### src/spq_pkg.sv
package spq_pkg;

  // default sizes of the item store
  localparam int DEF_QUEUE_DEPTH   = 16;
  localparam int DEF_PRIORITY_BITS = 8;
  localparam int DEF_TAG_BITS      = 16;

  // fixed widths of the stream fields
  localparam int PRIO_FIELD_W  = 8;
  localparam int TAG_FIELD_W   = 16;
  localparam int FILL_FIELD_W  = 5;
  localparam int STAT_FIELD_W  = 2;

  // input beat: tdata = priority_req, item_tag
  localparam int IN_TDATA_W = 24;
  localparam int IN_TUSER_W = 1;

  // output beat: tdata = head_valid, head_tag, tail_valid, tail_tag, fill_count, status
  localparam int OUT_HEAD_VALID_POS = 0;
  localparam int OUT_HEAD_TAG_LSB   = 1;
  localparam int OUT_TAIL_VALID_POS = 17;
  localparam int OUT_TAIL_TAG_LSB   = 18;
  localparam int OUT_FILL_LSB       = 34;
  localparam int OUT_STAT_LSB       = 39;
  localparam int OUT_USED_W         = 41;
  localparam int OUT_TDATA_W        = 48;

  // request kinds
  typedef enum logic {
    REQ_INSERT = 1'b0,
    REQ_REMOVE = 1'b1
  } req_t;

  // result status codes
  typedef enum logic [STAT_FIELD_W-1:0] {
    STAT_OK    = 2'd0,
    STAT_FULL  = 2'd1,
    STAT_EMPTY = 2'd2
  } stat_t;

  // controller states
  typedef enum logic {
    ST_IDLE = 1'b0,
    ST_EXEC = 1'b1
  } ctrl_state_t;

  // commands from controller to datapath
  typedef struct packed {
    logic load_req;
    logic exec;
  } spq_cmd_t;

endpackage

### src/spq_ctrl.sv
module spq_ctrl (
  input  logic              clk,
  input  logic              rst,
  input  logic              s_tvalid,
  output logic              s_tready,
  output logic              m_tvalid,
  input  logic              m_tready,
  output spq_pkg::spq_cmd_t cmd
);

  spq_pkg::ctrl_state_t state, state_next;
  logic                 out_valid, out_valid_next;

  // state and result flag registers
  always_ff @(posedge clk) begin
    if (rst) begin
      state     <= spq_pkg::ST_IDLE;
      out_valid <= 1'b0;
    end else begin
      state     <= state_next;
      out_valid <= out_valid_next;
    end
  end

  // next state
  always_comb begin
    state_next = state;
    case (state)
      spq_pkg::ST_IDLE: begin
        if (s_tvalid) state_next = spq_pkg::ST_EXEC;
      end
      spq_pkg::ST_EXEC: begin
        if (!out_valid || m_tready) state_next = spq_pkg::ST_IDLE;
      end
      default: state_next = spq_pkg::ST_IDLE;
    endcase
  end

  // outputs and commands
  always_comb begin
    s_tready     = 1'b0;
    cmd.load_req = 1'b0;
    cmd.exec     = 1'b0;
    case (state)
      spq_pkg::ST_IDLE: begin
        s_tready     = 1'b1;
        cmd.load_req = s_tvalid;
      end
      spq_pkg::ST_EXEC: begin
        cmd.exec = !out_valid || m_tready;
      end
      default: ;
    endcase
  end

  // result held until the downstream side takes the beat
  always_comb begin
    if (cmd.exec) out_valid_next = 1'b1;
    else if (m_tready) out_valid_next = 1'b0;
    else out_valid_next = out_valid;
  end

  assign m_tvalid = out_valid;

endmodule

### src/spq_datapath.sv
module spq_datapath #(
  parameter int QUEUE_DEPTH   = spq_pkg::DEF_QUEUE_DEPTH,
  parameter int PRIORITY_BITS = spq_pkg::DEF_PRIORITY_BITS,
  parameter int TAG_BITS      = spq_pkg::DEF_TAG_BITS
) (
  input  logic                             clk,
  input  logic                             rst,
  input  spq_pkg::spq_cmd_t                cmd,
  input  logic [spq_pkg::IN_TDATA_W-1:0]   s_tdata,
  input  logic [spq_pkg::IN_TUSER_W-1:0]   s_tuser,
  output logic [spq_pkg::OUT_TDATA_W-1:0]  m_tdata
);

  localparam int CNT_W = $clog2(QUEUE_DEPTH + 1);
  localparam int PF    = spq_pkg::PRIO_FIELD_W;
  localparam int TF    = spq_pkg::TAG_FIELD_W;
  localparam int FF    = spq_pkg::FILL_FIELD_W;

  // latched request
  logic                     req_remove;
  logic [PRIORITY_BITS-1:0] req_prio;
  logic [TAG_BITS-1:0]      req_tag;

  // cell row, slot 0 is the head
  logic [PRIORITY_BITS-1:0] cell_prio [QUEUE_DEPTH];
  logic [TAG_BITS-1:0]      cell_tag  [QUEUE_DEPTH];
  logic [PRIORITY_BITS-1:0] cell_prio_next [QUEUE_DEPTH];
  logic [TAG_BITS-1:0]      cell_tag_next  [QUEUE_DEPTH];
  logic [PRIORITY_BITS-1:0] prev_prio [QUEUE_DEPTH];
  logic [TAG_BITS-1:0]      prev_tag  [QUEUE_DEPTH];
  logic [PRIORITY_BITS-1:0] up_prio   [QUEUE_DEPTH];
  logic [TAG_BITS-1:0]      up_tag    [QUEUE_DEPTH];

  logic [CNT_W-1:0]    count, count_next;
  logic [TAG_BITS-1:0] tail, tail_next;

  logic [QUEUE_DEPTH-1:0] occ, le, le_sh;
  logic                   full, empty, ins_ok, rem_ok, all_le;
  spq_pkg::stat_t         stat;

  // field fitting
  logic [PRIORITY_BITS+PF-1:0] prio_ext;
  logic [TAG_BITS+TF-1:0]      tag_ext;
  logic [TAG_BITS+TF-1:0]      head_ext, tail_ext;
  logic [CNT_W+FF-1:0]         fill_ext;
  logic                        head_valid;
  logic [TF-1:0]               head_out, tail_out;

  // request register
  assign prio_ext = {{PRIORITY_BITS{1'b0}}, s_tdata[PF-1:0]};
  assign tag_ext  = {{TAG_BITS{1'b0}}, s_tdata[PF+TF-1:PF]};

  always_ff @(posedge clk) begin
    if (cmd.load_req) begin
      req_remove <= (s_tuser[0] == spq_pkg::REQ_REMOVE);
      req_prio   <= prio_ext[PRIORITY_BITS-1:0];
      req_tag    <= tag_ext[TAG_BITS-1:0];
    end
  end

  // per-cell compare against the new priority
  always_comb begin
    for (int i = 0; i < QUEUE_DEPTH; i++) begin
      occ[i] = CNT_W'(i) < count;
      le[i]  = occ[i] && (cell_prio[i] <= req_prio);
    end
  end

  assign le_sh  = {le[QUEUE_DEPTH-2:0], 1'b1};
  assign all_le = ~|(occ ^ le);
  assign full   = (count == CNT_W'(QUEUE_DEPTH));
  assign empty  = (count == '0);
  assign ins_ok = !req_remove && !full;
  assign rem_ok = req_remove && !empty;

  // neighbour values for shifting down and up
  always_comb begin
    prev_prio[0] = req_prio;
    prev_tag[0]  = req_tag;
    for (int i = 1; i < QUEUE_DEPTH; i++) begin
      prev_prio[i] = cell_prio[i-1];
      prev_tag[i]  = cell_tag[i-1];
    end
    for (int i = 0; i < QUEUE_DEPTH - 1; i++) begin
      up_prio[i] = cell_prio[i+1];
      up_tag[i]  = cell_tag[i+1];
    end
    up_prio[QUEUE_DEPTH-1] = cell_prio[QUEUE_DEPTH-1];
    up_tag[QUEUE_DEPTH-1]  = cell_tag[QUEUE_DEPTH-1];
  end

  // cell update: keep, take the new item, or shift
  always_comb begin
    for (int i = 0; i < QUEUE_DEPTH; i++) begin
      cell_prio_next[i] = cell_prio[i];
      cell_tag_next[i]  = cell_tag[i];
      if (ins_ok && !le[i]) begin
        if (le_sh[i]) begin
          cell_prio_next[i] = req_prio;
          cell_tag_next[i]  = req_tag;
        end else begin
          cell_prio_next[i] = prev_prio[i];
          cell_tag_next[i]  = prev_tag[i];
        end
      end else if (rem_ok) begin
        cell_prio_next[i] = up_prio[i];
        cell_tag_next[i]  = up_tag[i];
      end
    end
  end

  // count, tail and status
  always_comb begin
    count_next = count;
    tail_next  = tail;
    stat       = spq_pkg::STAT_OK;
    if (ins_ok) begin
      count_next = count + 1'b1;
      if (all_le) tail_next = req_tag;
    end else if (rem_ok) begin
      count_next = count - 1'b1;
    end else if (req_remove) begin
      stat = spq_pkg::STAT_EMPTY;
    end else begin
      stat = spq_pkg::STAT_FULL;
    end
  end

  always_ff @(posedge clk) begin
    if (cmd.exec) begin
      for (int i = 0; i < QUEUE_DEPTH; i++) begin
        cell_prio[i] <= cell_prio_next[i];
        cell_tag[i]  <= cell_tag_next[i];
      end
      tail <= tail_next;
    end
  end

  always_ff @(posedge clk) begin
    if (rst) count <= '0;
    else if (cmd.exec) count <= count_next;
  end

  // result fields
  assign head_valid = (count_next != '0);
  assign head_ext   = {{TF{1'b0}}, cell_tag_next[0]};
  assign tail_ext   = {{TF{1'b0}}, tail_next};
  assign fill_ext   = {{FF{1'b0}}, count_next};
  assign head_out   = head_valid ? head_ext[TF-1:0] : '0;
  assign tail_out   = head_valid ? tail_ext[TF-1:0] : '0;

  // output register
  always_ff @(posedge clk) begin
    if (cmd.exec) begin
      m_tdata <= {{(spq_pkg::OUT_TDATA_W - spq_pkg::OUT_USED_W){1'b0}},
                  stat, fill_ext[FF-1:0], tail_out, head_valid, head_out, head_valid};
    end
  end

endmodule

### src/stable_priority_queue_top.sv
// Stable priority queue of up to QUEUE_DEPTH tagged items in ascending priority order; a lower
// number is served first and equal priorities leave in arrival order. Each request beat (tuser 0
// insert, 1 remove head) gives one result beat with the head and tail tags, their valid flags, the
// fill count and a status (ok, insert dropped because full, remove on empty). A request is taken
// in the idle state; then, in the exec state, the whole cell row compares and shifts at once;
// the controller takes one request at a time, and a result left waiting on the output holds the
// next request in its update cycle until the beat is taken. No clearing pass follows reset.
module stable_priority_queue_top #(
  parameter int QUEUE_DEPTH   = spq_pkg::DEF_QUEUE_DEPTH,
  parameter int PRIORITY_BITS = spq_pkg::DEF_PRIORITY_BITS,
  parameter int TAG_BITS      = spq_pkg::DEF_TAG_BITS
) (
  input  logic                            clk,
  input  logic                            rst,
  input  logic                            s_tvalid,
  output logic                            s_tready,
  // priority_req [7:0], item_tag [23:8]
  input  logic [spq_pkg::IN_TDATA_W-1:0]  s_tdata,
  // req_type [0]
  input  logic [spq_pkg::IN_TUSER_W-1:0]  s_tuser,
  output logic                            m_tvalid,
  input  logic                            m_tready,
  // head_valid [0], head_tag [16:1], tail_valid [17], tail_tag [33:18],
  // fill_count [38:34], status [40:39]
  output logic [spq_pkg::OUT_TDATA_W-1:0] m_tdata
);

  spq_pkg::spq_cmd_t cmd;

  // sequencing
  spq_ctrl u_ctrl (
    .clk      (clk),
    .rst      (rst),
    .s_tvalid (s_tvalid),
    .s_tready (s_tready),
    .m_tvalid (m_tvalid),
    .m_tready (m_tready),
    .cmd      (cmd)
  );

  // cell row and result register
  spq_datapath #(
    .QUEUE_DEPTH   (QUEUE_DEPTH),
    .PRIORITY_BITS (PRIORITY_BITS),
    .TAG_BITS      (TAG_BITS)
  ) u_dp (
    .clk     (clk),
    .rst     (rst),
    .cmd     (cmd),
    .s_tdata (s_tdata),
    .s_tuser (s_tuser),
    .m_tdata (m_tdata)
  );

endmodule

### config.mk
export PLATFORM = sky130hd
export DESIGN_NAME = stable_priority_queue_top
export DESIGN_NICKNAME = d
export VERILOG_FILES = /design/src/spq_pkg.sv /design/src/spq_ctrl.sv /design/src/spq_datapath.sv /design/src/stable_priority_queue_top.sv
export SDC_FILE = /design/constraint.sdc
export NUM_CORES = 1
export LEC_CHECK = 0
export BUFFER_PORTS_ARGS = -buffer_cell sky130_fd_sc_hd__buf_2
export CAP_MARGIN = 20
export CORE_UTILIZATION = 53
export DETAILED_ROUTE_END_ITERATION = 8
export PLACE_DENSITY = 0.72
export SYNTH_ARGS = -nofsm -noshare
export SYNTH_HDL_FRONTEND = slang
export SYNTH_SLANG_ARGS = --single-unit
export TNS_END_PERCENT = 1
### constraint.sdc
create_clock -name clk -period 3.95 [get_ports clk]
set_clock_uncertainty 0.1 [all_clocks]
set_input_delay 0.79 -clock clk [delete_from_list [all_inputs] [get_ports clk]]
set_output_delay 0.79 -clock clk [all_outputs]
set_load 0.005 [all_outputs]
[Yosys cells after proc, flatten, opt, wreduce, memory -nomap -nowiden]
Memory sizes are Yosys's and may differ from the RTL's.
Index checks and enable logic that the tools add are counted.
Cells by class
  add/subtract/negate cells: 2
  magnitude comparators: 32
  equal/unequal tests: 1
  multiplexer cells: 107
  bitwise logic cells: 2
  reductions and logical operators: 60
Operators with widths (number)
  $mux 16: 48
  $mux 8: 46
  $le 8x8->1: 16
  $lt 4x5->1 const A: 8
  $logic_and 1x1->1: 34
  $logic_not 1->1: 20
  $lt 3x5->1 const A: 4
  $reduce_or 16->1: 1
  $xor 16x16->16: 1
  $lt 1x5->1 const A: 2
  $lt 2x5->1 const A: 2
  $mux 5: 2
  $mux 1: 9
  $add 5x1->5 const B: 1
  $eq 5x5->1 const B: 1
  $logic_not 5->1: 1
  $reduce_bool 5->1: 1
  $sub 5x1->5 const B: 1
  $mux 2: 1
  $pmux 1 s2: 1
  $reduce_bool 2->1: 1
  $reduce_or 2->1: 1
  $logic_or 1x1->1: 1
  $not 1->1: 1
Word-level totals
  register bits: 89
  memory bits (writable): 384
  output and inout bits: 50
  logic and storage cells: 216
  memories kept: 2
Memories
  u_dp.cell_tag: depth 16, bits a word 16, rd ports 16, clocked after memory_dff 0, write ports 16, line spq_datapath.sv:26  | logic [TAG_BITS-1:0] cell_tag [QUEUE_DEPTH];
  u_dp.cell_prio: depth 16, bits a word 8, rd ports 16, clocked after memory_dff 0, write ports 16, line spq_datapath.sv:25  | logic [PRIORITY_BITS-1:0] cell_prio [QUEUE_DEPTH];

[Depth between registers and ports, before layout]
Gate-level depths: netlist of the first run.
An unclocked memory read counts as a cell.
  depth in word-level cells: 7
  gate-level depth with buffers: 13
  gate-level depth less buffers: 11

[By module]
From an unflattened synthesis of the first run, not the netlist that was laid out.
Unflattened totals
  cell total of the unflattened synthesis: 2359
  area total of the unflattened synthesis: 26218.9 um^2
Modules (own cells, without submodules)
  spq_datapath: instances 1, cells each 2349, area each 26123.8 um^2, seq. area each 14063.5 um^2
  spq_ctrl: instances 1, cells each 10, area each 95.1 um^2, seq. area each 40.0 um^2

[Worst setup path after synthesis of the first run]
Ideal clock, no wire load.
  path kind: reg2reg
  start: register u_dp.req_prio[2] (netlist name)
  end: memory u_dp.cell_prio[1][0] in the netlist's numbering, enable pin
  library setup time: 413 ps
  arrival: 3551 ps
  data required time: 3437 ps
  setup slack: -114 ps
  cell stages (with the launch flop): 13
  period minus slack after synthesis: 4064 ps
  cells stage by stage: edfxtp_1 > inv_1 > ha_1 > and3_1 > a221o_1 > a21oi_1 > a31o_2 > and2_1 > buf_2 > nand2b_1 > buf_2 > buf_4 > a21oi_1
RTL lines (line)
  end: declaration: spq_datapath.sv:25

[Final worst setup path of the first run]
  start: register u_dp.count[1]
  end: register u_dp.m_tdata[2] in the netlist's numbering (data pin)
On the way
  longest elaborated chain between the ends: 6
RTL lines
  start: declaration: line spq_datapath.sv:34  | logic [CNT_W-1:0] count, count_next;
  start signal: assignment: line spq_datapath.sv:141  | else if (cmd.exec) count <= count_next;
  parallel branches: the longest is 6 deep, another holds $sub 5x1->5
  end signal: assignment: line spq_datapath.sv:155  | m_tdata <= {{(spq_pkg::OUT_TDATA_W - spq_pkg::OUT_USED_W){1'b0}},
  end: declaration: line spq_datapath.sv:11  | output logic [spq_pkg::OUT_TDATA_W-1:0] m_tdata
Parallel ways; which one is timed is not known.
A chain may end at the register's enable or synchronous reset.

==> results of run 1 <==
cell families (layout without fill, tap and decap cells):
group,count (synthesis),count (layout),synth area share
and+or+nand+nor,613,613,0.0996
AOI/OAI and AO/OA,566,566,0.118
DFF,472,472,0.543
adders and majority gates,132,132,0.0636
xor gates and xnor gates,6,6,0.00202
buffers and inverters,228,280,0.0399
muxes,344,344,0.134
other,1,8,0.000144
timing repair:
action                     4_1_cts  5_1_grt
resized for setup                1        7
cloned                           0        0
hold buffers                     0        0
setup buffers                    0        0
setup endpoints to repair       26       32
final cells by class:
cell class | count | area share
antenna | 1 | 0.0000872
clock buffer | 57 | 0.0453
clock inverter | 33 | 0.0116
inverter | 35 | 0.00475
multi-input combinational | 1668 | 0.384
sequential | 472 | 0.491
tap | 615 | 0.0268
timing repair buffer | 155 | 0.0357
flip-flops by register name (all words and copies together) (netlist names):
signal	count
u_ctrl.m_tvalid	1
u_ctrl.state	1
u_dp.cell_prio	128
u_dp.cell_tag	256
u_dp.count	5
u_dp.m_tdata	40
u_dp.req_prio	8
u_dp.req_remove	1
u_dp.req_tag	16
u_dp.tail	16
how the worst max path moves through the flow:
stage	startpoint	end	slack, ps	depth (start not counted)
2_1_floorplan	u_dp.req_prio[2]$_DFFE_PP_	u_dp.cell_prio[1][16]$_DFFE_PP_	-80	12
3_3_place_gp	u_dp.req_prio[3]$_DFFE_PP_	u_dp.m_tdata[19]$_SDFFCE_PN0P_	110	12
3_5_place_dp	u_dp.req_prio[2]$_DFFE_PP_	u_dp.m_tdata[20]$_SDFFCE_PN0P_	-50	11
4_1_cts	u_dp.req_prio[2]$_DFFE_PP_	u_dp.m_tdata[20]$_SDFFCE_PN0P_	8	12
5_1_grt	u_dp.req_prio[3]$_DFFE_PP_	u_dp.m_tdata[19]$_SDFFCE_PN0P_	30	13
6_report	u_dp.count[1]$_SDFFE_PP0P_	u_dp.m_tdata[2]$_SDFFCE_PN0P_	270	11
cells in the final DEF (no fill, tap or decap), types with 5 or more instances in the layout:
| master | count |
|---|---|
| nand3_1 | 25 |
| clkinvlp_4 | 7 |
| and2_1 | 23 |
| clkbuf_16 | 51 |
| clkbuf_1 | 6 |
| a21oi_1 | 159 |
| a21oi_2 | 11 |
| nor2b_1 | 9 |
| and3_1 | 6 |
| a211oi_1 | 8 |
| a31oi_1 | 17 |
| xnor2_1 | 6 |
| a21boi_4 | 5 |
| nand2b_1 | 13 |
| clkinv_2 | 7 |
| clkinv_1 | 9 |
| inv_1 | 31 |
| nand2_1 | 349 |
| buf_2 | 71 |
| mux2i_1 | 320 |
| ha_1 | 132 |
| conb_1 | 7 |
| a21o_1 | 8 |
| o22ai_1 | 7 |
| mux2_2 | 24 |
| o21ai_0 | 313 |
| nand4_1 | 26 |
| buf_4 | 81 |
| edfxtp_1 | 465 |
| dfxtp_1 | 7 |
| o211ai_1 | 11 |
| nor2_1 | 139 |
routing by layer:
metal	up-vias	GRT usage	part of all wire
met5	-	0	0
met3	87	0.0383	0.060
met1	8778	0.356	0.45
met2	618	0.415	0.47
li1	8658	-	-
met4	0	0.0714	0.019
through the flow:
| step | instance area (µm²) | setup slack, ps | instances |
|---|---|---|---|
| 6_report | 28700 | 270 | 3036 |
| 5_1_grt | 28700 | 27.6 | 3036 |
| 4_1_cts | 28700 | 7.76 | 3035 |
| 3_5_place_dp | 27000 | -52.0 | 2945 |
| 3_3_place_gp | 27000 | 113 | 2945 |
| 2_1_floorplan | 26000 | -82.4 | 2368 |
where the power goes:
group | total (mW) | switching, mW | internal, mW
clock | 4.73 | 2.08 | 2.65
combinational | 1.97 | 1.25 | 0.720
sequential | 6.29 | 0.263 | 6.03
total | 13.0 | 3.60 | 9.40
==> flow_metrics.tcl, run 1 <==
set metrics [dict create \
    whs_ps 241 \
    regToRegStartpoint "u_dp.count[1]$_SDFFE_PP0P_" \
    path_common_cell "a21oi_1" \
    synth_top_cell_area_share 0.538 \
    hp-start "s_tdata[22]" \
    cp-start-kind "flop" \
    grt_pass1_wl_mm 101 \
    rr_worst_depth 11 \
    ys_seq_area_frac 0.543 \
    endpoint_kind "flop" \
    dr.pass1.iters 6 \
    critPathMaxStageDelay_ps 560 \
    slew-limit-headroom 0.445 \
    slew_viol_final 0 \
    synth_most_common_cell "edfxtp_1" \
    core-area_um2 48000 \
    worst-path-buf-inv 3 \
    p_leak_nw 10.3 \
    worst_slew_pin_slew_ps 833 \
    synth_warnings 0 \
    arrival_ps 3950 \
    status "completed" \
    cts_buffers 50 \
    hpwlAfterDp_mm 45.6 \
    crit_type "flop to flop" \
    r2r_end "u_dp.m_tdata[2]$_SDFFCE_PN0P_" \
    min_path_type "primary input to flop" \
    overflow 0 \
    die-area_um2 49900 \
    min_to "u_dp.req_tag[14]$_DFFE_PP_" \
    drive_gt1_frac 0.124 \
    syn-instance-count 2362 \
    synth_area_leaders "edfxtp_1 (54%), mux2i_1 (12%), ha_1 (6.4%)" \
    grt_pass1_vias 18300 \
    syn_area_um2 26000 \
    cpMaxStageDelayCell "dfxtp_1" \
    ys_top_cells_by_count "edfxtp_1 (465), nand2_1 (349), mux2i_1 (320)" \
    yosys.area.top_type "edfxtp_1" \
    cap_violations 0 \
    drt_iter0_drc 1464 \
    cts.sinks 472 \
    max_freq_ghz 0.272 \
    design_power_total_mw 13.0 \
    ant_nets 0 \
    fp.dieH_um 223 \
    vias_per_cell 5.98 \
    wl_per_cell_um 20.8 \
    avgSynthCellArea_um2 11.0 \
    antenna_found_initial 1 \
    r2r_slack_ps 270 \
    track_usage 0.255 \
    async_flop_share 0 \
    route.vias.total 18100 \
    wirelength_mm 63.0 \
    gp_congestion 0.911 \
    n_fill_cell 3825 \
    multiInputGateArea_um2 11000 \
    final.min_clock_period_ps 3680 \
    crit_chain "inv_1 > ha_1 > a31oi_4 > a21oi_1 > a21oi_1 > nor2_1 > xnor2_1 > and3_1 > buf_4 > inv_2 > and2_1" \
    route.detailed.drc 0 \
    synth_ff_type "edfxtp_1" \
    critPathMaxFanout 17 \
    finish.utilization 0.597 \
    clk_latency_ps 620 \
    setup_viol 0 \
    post-route-period-util 0.932 \
    critical_path_required_ps 4220 \
    ir_drop_mv 0.431 \
    clock_path_buffers 3 \
    num_rows 80 \
    grt_max_degree 50 \
    area_growth_syn_to_layout_pct 10.5 \
    cp_top_family "compound AO/OA/AOI/OAI gates" \
    rsz0062_at_grt "no" \
    p_per_area_nw_per_um2 453 \
    dieWidth_um 223 \
    seq_area_um2 14100 \
    start_util 0.540 \
    io_pins 79 \
    cts_tree "yes" \
    cts_root_buf "clkbuf_16" \
    h-tree-depth 2 \
    portBuffers 71 \
    layout.nets 2543 \
    path_clk_slew_ps 60 \
    ys_seq_elements 472 \
    synth_edf_count 465 \
    ys_types 56 \
    hold_viol_final 0 \
    hold_depth 1 \
    final.setup.tns_ps 0 \
]
Power figures use the tool's default switching activity.
==> run 2: changes to the inputs <==
PLACE_DENSITY = 0.7   (was 0.72)
clock period = 4.2 ns   (was 3.95 ns; I/O delays follow)
==> flow_metrics.tcl, run 2 (synthesis results as in run 1) <==
set metrics [dict create \
    max_freq_ghz 0.251 \
    ir_drop_mv 0.459 \
    crit_type "flop to flop" \
    cts_root_buf "clkbuf_16" \
    n_fill_cell 3929 \
    cap_violations 0 \
    wirelength_mm 68.8 \
    overflow 0 \
    drive_gt1_frac 0.124 \
    h-tree-depth 2 \
    route.detailed.drc 0 \
    critPathMaxFanout 16 \
    critical_path_required_ps 4450 \
    largest_reg_flops 256 \
    p_int_mw 9.29 \
    endpoint_kind "flop" \
    p_per_area_nw_per_um2 440 \
    grt_pass1_vias 18200 \
    antenna_found_initial 1 \
    p_sw_mw 3.42 \
    p_leak_nw 10.4 \
    dr.pass1.iters 6 \
    p_sw_frac 0.269 \
    seq_power_share 0.468 \
    post_cts_resized 0 \
    cts_tree "yes" \
    grt_pass1_wl_mm 107 \
    setup_viol 0 \
    layout_commonest_cell "edfxtp_1" \
    clk_latency_ps 620 \
    cts.sinks 472 \
    hold_viol_final 0 \
    final.setup.tns_ps 0 \
    post-route-period-util 0.949 \
    layout.nets 2547 \
    portBuffers 71 \
    final_cell_mix "edfxtp_1 (465), nand2_1 (349), mux2i_1 (320)" \
    area_growth_syn_to_layout_pct 11.2 \
    dieWidth_um 223 \
    start_util 0.540 \
    track_usage 0.275 \
    post-place-ws_ps 216 \
    slew_viol_final 0 \
    diodes 0 \
    ant_nets 0 \
    num_rows 80 \
    cp-start-kind "flop" \
    arrival_ps 4230 \
    min_path_type "primary input to flop" \
    grt_max_degree 67 \
    gp_congestion 0.937 \
    slew-limit-headroom 0.352 \
    drt_iter0_drc 1825 \
    io_pins 79 \
    worst_slew_pin_slew_ps 971 \
    power_frac_clock 0.385 \
    hpwlAfterDp_mm 47.9 \
    cts_buffers 52 \
    die-area_um2 49900 \
    top_regs "u_dp.cell_tag (256), u_dp.cell_prio (128), u_dp.m_tdata (40)" \
    fp.dieH_um 223 \
    setup_slack_ps 216 \
    route.vias.total 18600 \
    core-area_um2 48000 \
    power_frac_comb 0.147 \
    regMostFlops "u_dp.cell_tag" \
    clock_path_buffers 3 \
    path_clk_slew_ps 60 \
    rsz0062_at_grt "no" \
    vias_per_cell 6.11 \
    wl_per_cell_um 22.6 \
    status "completed" \
    final.min_clock_period_ps 3980 \
]
## run 2: cell count changes in the layout (fill, tap and decap cells not counted), sizes merged
cell / change
clkbuf: +6
buf: +2
clkinv: -3
diode: -1
inv: -2
clkinvlp: -2
bufinv: +6
## run 2: area by class of cell
type | instances | area, µm² | area share
clock inverters | 32 | 468 | 0.0162
repair buffers | 157 | 1050 | 0.0363
multi-input cells | 1668 | 11000 | 0.381
well taps | 615 | 769 | 0.0266
clock buffers | 63 | 1360 | 0.0472
inverters | 35 | 133 | 0.00459
flip-flops and latches | 472 | 14100 | 0.488
## run 2: power by group through the flow
stage	Clock (mW)	Combinational [mW]	Sequential (mW)
6_report	4.89	1.87	5.95
5_1_grt	5.12	2.06	5.98
4_1_cts	4.96	1.85	5.94
3_5_place_dp	0	1.84	6.04
3_3_place_gp	0	1.77	6.03
2_1_floorplan	0	1.33	5.89
## run 2: what timing repair did
| item | 4_1_cts | 5_1_grt |
|---|---|---|
| buffers inserted | 0 | 1 |
| setup endpoints to repair | 0 | 1 |
| hold buffers | 0 | 0 |
## run 2: final timing paths
check,start,endpoint,slack (ps),cells after the start
worst min-delay path,s_tdata[17],u_dp.req_tag[9]$_DFFE_PP_,290,1
worst max-delay path,u_dp.req_prio[7]$_DFFE_PP_,u_dp.m_tdata[18]$_SDFFCE_PN0P_,220,11
worst min register to register,u_ctrl.state$_SDFF_PP0_,u_ctrl.m_tvalid$_SDFFE_PP0P_,420,2
worst max register to register,u_dp.req_prio[7]$_DFFE_PP_,u_dp.m_tdata[18]$_SDFFCE_PN0P_,220,11
## run 2: metrics by stage
stage / cell area [µm²] / cells / total power [mW] / hold WS (ps) / utilization
after floorplan: 26000 / 2368 / 7.22 / 383 / -
after global placement: 27000 / 2945 / 7.79 / 395 / 0.562
after detailed placement: 27000 / 2946 / 7.87 / 416 / 0.563
after CTS: 28900 / 3041 / 12.7 / 265 / 0.601
after global routing: 28900 / 3042 / 13.2 / 273 / 0.601
final: 28900 / 3042 / 12.7 / 291 / 0.601
## run 2: critical path: stages, from the launching register on
cell      delay (ps)
edfxtp_1         390
inv_1            480
buf_4            260
ha_1             250
a21oi_1          130
o21ai_0           90
o22ai_1          360
nand3b_1         190
o21ai_0          250
nand3_1          550
o21ai_0          530
a21oi_1          130
## run 2: metal layers
metal / track usage / share of wire / up-vias
met1: 0.399 / 0.45 / 9041
met3: 0.0344 / 0.069 / 130
met5: 0 / 0 / -
met4: 0.0844 / 0.027 / 0
met2: 0.434 / 0.45 / 746
li1: - / - / 8673
